### src/rtl/mor_pkg.sv
`timescale 1ns / 1ps
// ============================================================================
// mor_pkg
// Shared types and constants for the mode overlap ratio block.
// ============================================================================
package mor_pkg;

    localparam int CELL_COUNT_LOG2_DEF = 20;

    localparam int FIELD_W   = 16;
    localparam int TERM_W    = 2 * FIELD_W + 1;
    localparam int RATIO_W   = 16;
    localparam int CNT_W     = 4;
    localparam int STEP_W    = 3;

    localparam logic [CNT_W-1:0] MUL_LAST = CNT_W'(8);
    localparam logic [CNT_W-1:0] DIV_LAST = CNT_W'(15);

    localparam logic [RATIO_W-1:0] RATIO_MAX = '1;

    typedef enum logic [2:0] {
        ST_ACC,
        ST_DRAIN,
        ST_MAG,
        ST_MUL,
        ST_CHK,
        ST_DIV,
        ST_LOAD
    } mor_state_t;

    typedef struct packed {
        logic              take;       // item accepted this cycle
        logic              mag_load;   // take magnitudes, clear sums
        logic              mul_en;     // issue one partial product
        logic [STEP_W-1:0] mul_step;
        logic              add_en;     // fold previous partial product
        logic              chk_en;
        logic              div_en;
        logic              div_first;
        logic              out_load;
    } mor_cmd_t;

    typedef struct packed {
        logic out_busy;
    } mor_status_t;

endpackage

### src/rtl/mor_ctrl.sv
`timescale 1ns / 1ps
// ============================================================================
// mor_ctrl
// Sequencer: accumulation, drain, magnitude, multiply, check, divide, result load.
// ============================================================================
module mor_ctrl
(
    input  logic                 clk,
    input  logic                 rst_n,
    input  logic                 in_valid,
    input  logic                 last_cell,
    output logic                 in_ready,
    input  mor_pkg::mor_status_t status,
    output mor_pkg::mor_cmd_t    cmd
);
    import mor_pkg::*;

    mor_state_t        state_reg, state_next;
    logic [CNT_W-1:0]  cnt_reg, cnt_next;

    always_ff @(posedge clk or negedge rst_n)
    begin
        if (!rst_n)
        begin
            state_reg <= ST_ACC;
            cnt_reg   <= '0;
        end
        else
        begin
            state_reg <= state_next;
            cnt_reg   <= cnt_next;
        end
    end

    always_comb
    begin
        state_next = state_reg;
        cnt_next   = cnt_reg;
        case (state_reg)
            ST_ACC:
            begin
                if (in_valid && last_cell)
                    state_next = ST_DRAIN;
            end
            ST_DRAIN:
                state_next = ST_MAG;
            ST_MAG:
            begin
                state_next = ST_MUL;
                cnt_next   = '0;
            end
            ST_MUL:
            begin
                if (cnt_reg == MUL_LAST)
                begin
                    state_next = ST_CHK;
                    cnt_next   = '0;
                end
                else
                    cnt_next = cnt_reg + 1'b1;
            end
            ST_CHK:
            begin
                state_next = ST_DIV;
                cnt_next   = '0;
            end
            ST_DIV:
            begin
                if (cnt_reg == DIV_LAST)
                    state_next = ST_LOAD;
                else
                    cnt_next = cnt_reg + 1'b1;
            end
            ST_LOAD:
            begin
                if (!status.out_busy)
                    state_next = ST_ACC;
            end
            default:
                state_next = ST_ACC;
        endcase
    end

    always_comb
    begin
        in_ready = 1'b0;
        cmd      = '0;
        case (state_reg)
            ST_ACC:
            begin
                in_ready = 1'b1;
                cmd.take = in_valid;
            end
            ST_MAG:
                cmd.mag_load = 1'b1;
            ST_MUL:
            begin
                cmd.mul_en   = !cnt_reg[CNT_W-1];
                cmd.mul_step = cnt_reg[STEP_W-1:0];
                cmd.add_en   = (cnt_reg != '0);
            end
            ST_CHK:
                cmd.chk_en = 1'b1;
            ST_DIV:
            begin
                cmd.div_en    = 1'b1;
                cmd.div_first = (cnt_reg == '0);
            end
            ST_LOAD:
                cmd.out_load = !status.out_busy;
            default:
                cmd = '0;
        endcase
    end

endmodule

### config.mk
export PLATFORM = sky130hd
export DESIGN_NAME = mor_ctrl
export DESIGN_NICKNAME = d
export VERILOG_FILES = /design/src/rtl/mor_pkg.sv /design/src/rtl/mor_ctrl.sv
export SDC_FILE = /design/constraint.sdc
export NUM_CORES = 1
export LEC_CHECK = 0
export BUFFER_PORTS_ARGS = -buffer_cell sky130_fd_sc_hd__buf_2
export CAP_MARGIN = 15
export CORE_AREA = 4 4 42 44
export CTS_CLUSTER_DIAMETER = 150
export DETAILED_ROUTE_END_ITERATION = 10
export DIE_AREA = 0 0 46 48
export GPL_TIMING_DRIVEN = 0
export PLACE_DENSITY_LB_ADDON = 0.3
export REMOVE_ABC_BUFFERS = 1
export SLEW_MARGIN = 20
export SYNTH_ARGS = -nofsm -noshare
export SYNTH_HDL_FRONTEND = slang
export SYNTH_SLANG_ARGS = --single-unit
### constraint.sdc
create_clock -name clk -period 1.55 [get_ports clk]
set_input_delay 0.31 -clock clk [delete_from_list [all_inputs] [get_ports clk]]
set_output_delay 0.31 -clock clk [all_outputs]
set_load 0.02 [all_outputs]
==> out/qor.txt <==
PWR
--------------------------------------------------------------------------------------------------
Lkg Pwr                                                                                  0.5009 nW
Power spent charging and discharging nets                                                 1.155 mW
Cell-internal power                                                                       1.281 mW
Clock share of power                                                                          7.1%
Combinational cell fraction of total power                                                   73.9%
Worst IR drop on VDD                                                                    0.001135 V
Proportion of power drawn by flip-flops and latches                                          18.9%
Switching share of total power                                                              47.42%
Power Density                                                                         2285 nW/um^2

GLOBAL ROUTING
--------------------------------------------------------------------------------------------------
Met1 Use GR                                                                                 24.50%
Global-route wire length before repair                                                     2939 um
Met3 global-route usage                                                                     1.880%
Global-route usage over all layers                                                          18.22%
Met2 Usage GRT                                                                              28.85%
Vias in the first global route                                                                 667
Largest net degree at the start of global routing                                                9
Antenna violations before repair                                                                 0
GRT busiest layer                                                                             met2
GR Overflow Total                                                                                0

LAYOUT
--------------------------------------------------------------------------------------------------
Fraction of final layout cells sized beyond drive strength 1                                63.06%
Final non-filler cell area                                                               1066 um^2
Number of flip-flops in the largest register                                                     4
Number of fill cells                                                                            85
Area growth from synthesis to layout                                                        64.48%
Layout net count                                                                               121
Diode count                                                                                      0

STA
--------------------------------------------------------------------------------------------------
Clock period minus final worst setup slack                                                1.660 ns
Unrepaired setup endpoints after global routing                                                yes
Final Hold Viols                                                                                 0
Least-Margin Pin Slew                                                                    0.3387 ns
Final Setup Violations                                                                           8
Max-slew violation total from the final report                                                   0
Max_slew headroom                                                                           77.42%
Worst Clk Skew                                                                         0.009011 ns
Worst-case setup margin in the final layout                                             -0.1095 ns
Final worst path period share                                                               107.1%
Achievable clock frequency                                                              0.6026 GHz

PLACED DESIGN
--------------------------------------------------------------------------------------------------
Worst slack, placed                                                                     -0.2002 ns
Half-perimeter wire length after detailed placement                                        1114 um
DP Area                                                                                 714.4 um^2
Placer congestion estimate                                                                  0.8045
Buffers added on ports                                                                          16

DIE
--------------------------------------------------------------------------------------------------
Die area                                                                                 2208 um^2
Ports                                                                                           17
Rows                                                                                            14
Effective utilization at floorplan                                                          45.12%
Die outline width                                                                            46 um
Placeable core area                                                                      1436 um^2
Vert. Die Dim                                                                                48 um

CLOCKING
--------------------------------------------------------------------------------------------------
Clock transition time at the flip-flop clock pins of the worst setup and hold paths        0.06 ns
Clock tree root driver cell                                                           sky130_fd_sc_hd__clkbuf_4
Clock insertion delay at the later pin of the skew report                                  0.25 ns
TritonCTS clock tree                                                                           yes
Number of sinks handled by clock tree synthesis                                                  7
Deepest clock path buffer count                                                                  2
Clock H-tree levels                                                                              1
CTS buffer count                                                                                 3

WORST SETUP PATH
--------------------------------------------------------------------------------------------------
Startpoint kind of the worst setup timing path                                           flip-flop
CP Cell Sequence                                                                      inv_2 > ha_4 > nor3b_4 > nor2b_1 > buf_4
CP max-delay cell                                                                     sky130_fd_sc_hd__dfrtp_1
Arr. time, crit path                                                                       1.35 ns
Category of the critical setup timing path                                              reg -> out
Capturing element type of the critical path                                             output pin
Required time at the worst-slack endpoint                                                  1.24 ns
Crit-path max FO                                                                                 2
Worst path max stage delay                                                                 0.39 ns

ROUTING
--------------------------------------------------------------------------------------------------
Drt initial violations                                                                          25
Remaining DRCs                                                                                   0
Routed wire length                                                                         2231 um
Ratio of routed vias to standard cells                                                       5.756
Detailed-route via count                                                                       731
Drt wl/cell                                                                               17.57 um
First drt pass iteration count                                                                   4
Antenna viol nets, final                                                                         0

LOGIC SYNTHESIS
--------------------------------------------------------------------------------------------------
Combined area of all synthesized cells                                                  648.1 um^2
Yosys top cell area share                                                                   27.03%
FF+latch count, synth                                                                            7
Synthesized area divided by synthesized cell count                                      8.878 um^2
Synth unique cells                                                                              35
Number of standard cells after synthesis                                                        73
Synth area leader                                                                     sky130_fd_sc_hd__dfrtp_1
Synth area leaders                                                                    sky130_fd_sc_hd__dfrtp_1, sky130_fd_sc_hd__ha_1, sky130_fd_sc_hd__nand3b_4, sky130_fd_sc_hd__nor2_1, sky130_fd_sc_hd__buf_6
Synth warn                                                                                       0
Sequential fraction of the synthesis area                                                   27.03%

FLOW RUN
--------------------------------------------------------------------------------------------------
Max-Cap Viols                                                                                    0

OUTCOME
--------------------------------------------------------------------------------------------------
Outcome                                                                               finished, violations left
Violations in the final reports                                                       negative setup slack

MIN PATH
--------------------------------------------------------------------------------------------------
Hold crit path type                                                                    in -> async

worst max-delay path, delay by kind of cell (launching register included):
family / cells / cell delay (ns)
fa+ha+maj: 1 / 0.14
flops: 1 / 0.39
simple gates: 2 / 0.34
buf+inv: 2 / 0.23
through the flow:
stage                     hold slack [ns]  instances  total power, mW  setup TNS [ns]  utilization [%]
after CTS                          0.4245        120            2.013         -0.1220            63.07
after global routing               0.4362        127            2.580         -0.9760            74.22
final                              0.4265        127            2.436         -0.4720            74.22
after global placement             0.1529        102            1.425         -0.4044            49.74
after floorplan                   0.01441         70            1.204         -0.3459                -
after detailed placement           0.1588        102            1.466         -0.5782            49.74
worst paths after layout:
| path | startpoint | endpoint | slack, ns | cells after the start |
|---|---|---|---|---|
| max | cnt_reg[1] | cmd[1] | -0.11 | 5 |
| max reg2reg | state_reg[2] | state_reg[0] | 0.01 | 5 |
| min reg2reg | cnt_reg[0] | cnt_reg[0] | 0.65 | 3 |
| max in group asynchronous | rst_n | state_reg[1] | 0.94 | 2 |
| min | rst_n | state_reg[2] | 0.43 | 2 |
| min in group clk | status | state_reg[1] | 0.47 | 4 |
per-layer routing:
layer  vias up  wire [um]
li1        341          -
met5         -          0
met2        29       1136
met4         0         31
met3         6         98
met1       355        964
power groups by stage:
stage / Sequential (mW) / Clock [mW] / Combinational (mW)
finish: 0.461 / 0.174 / 1.80
global route: 0.477 / 0.187 / 1.92
CTS: 0.404 / 0.176 / 1.43
detailed placement: 0.502 / 0 / 0.964
global placement: 0.495 / 0 / 0.931
floorplan: 0.449 / 0 / 0.755
layout make-up:
| cell class | count | area, um^2 | area share [%] |
|---|---|---|---|
| clock buffer | 4 | 26.28 | 2.465 |
| inverter | 6 | 25.02 | 2.347 |
| multi-input combinational | 57 | 505.5 | 47.42 |
| sequential | 7 | 178.9 | 16.78 |
| tap | 16 | 20.02 | 1.878 |
| timing repair buffer | 37 | 310.3 | 29.11 |
logic make-up (layout without fill, tap and decap cells):
group / count (synthesis) / count (layout) / share of synthesized area [%]
flip-flops: 7 / 7 / 27.03
buffers and inverters: 9 / 47 / 8.687
adder cells (fa/ha/maj): 4 / 4 / 7.722
AND/OR/NAND/NOR: 37 / 37 / 36.49
AO/OA/AOI/OAI: 15 / 15 / 18.53
multiplexers: 1 / 1 / 1.544
cell usage in the layout (no fill, tap or decap), types with 3 or more instances in the layout:
| cell | count |
|---|---|
| sky130_fd_sc_hd__buf_2 | 6 |
| sky130_fd_sc_hd__buf_4 | 18 |
| sky130_fd_sc_hd__buf_6 | 12 |
| sky130_fd_sc_hd__clkbuf_4 | 3 |
| sky130_fd_sc_hd__dfrtp_1 | 4 |
| sky130_fd_sc_hd__dfrtp_2 | 3 |
| sky130_fd_sc_hd__inv_2 | 5 |
| sky130_fd_sc_hd__nand2_1 | 5 |
| sky130_fd_sc_hd__nand3_1 | 4 |
| sky130_fd_sc_hd__nor2_1 | 6 |
| sky130_fd_sc_hd__o21ai_1 | 3 |
repair_timing:
action	in CTS	in global routing
hold buffers	1	0
resized for setup	18	31
setup buffers	13	7
pin swaps	0	5
hold endpoints to repair	7	0
setup endpoints to repair	16	14
synth_stat cells:
cell type,instances
sky130_fd_sc_hd__nand2_1,5
sky130_fd_sc_hd__nor4b_1,1
sky130_fd_sc_hd__and3_1,2
sky130_fd_sc_hd__nand2b_1,1
sky130_fd_sc_hd__nor3_2,1
sky130_fd_sc_hd__buf_6,3
sky130_fd_sc_hd__o31ai_1,1
sky130_fd_sc_hd__nor2b_1,1
sky130_fd_sc_hd__nor4_1,1
sky130_fd_sc_hd__a21oi_1,1
sky130_fd_sc_hd__or2_1,1
sky130_fd_sc_hd__a2111oi_1,1
sky130_fd_sc_hd__inv_1,3
sky130_fd_sc_hd__nor3b_2,1
sky130_fd_sc_hd__nor2_2,1
sky130_fd_sc_hd__nor2_1,9
sky130_fd_sc_hd__o21ai_2,1
sky130_fd_sc_hd__o22ai_1,1
sky130_fd_sc_hd__nand3b_4,2
sky130_fd_sc_hd__a31oi_1,1
sky130_fd_sc_hd__nor3b_1,1
sky130_fd_sc_hd__ha_1,4
sky130_fd_sc_hd__nor3_1,2
sky130_fd_sc_hd__and3b_4,1
sky130_fd_sc_hd__nand3_1,4
sky130_fd_sc_hd__o32a_1,1
sky130_fd_sc_hd__o21ai_1,3
sky130_fd_sc_hd__a211o_1,1
sky130_fd_sc_hd__a21oi_2,2
sky130_fd_sc_hd__dfrtp_1,7
sky130_fd_sc_hd__a211oi_2,2
sky130_fd_sc_hd__inv_2,3
sky130_fd_sc_hd__nand2_2,1
sky130_fd_sc_hd__and2_1,2
sky130_fd_sc_hd__mux2i_1,1
No activity file was read; power rests on OpenSTA's default activity.
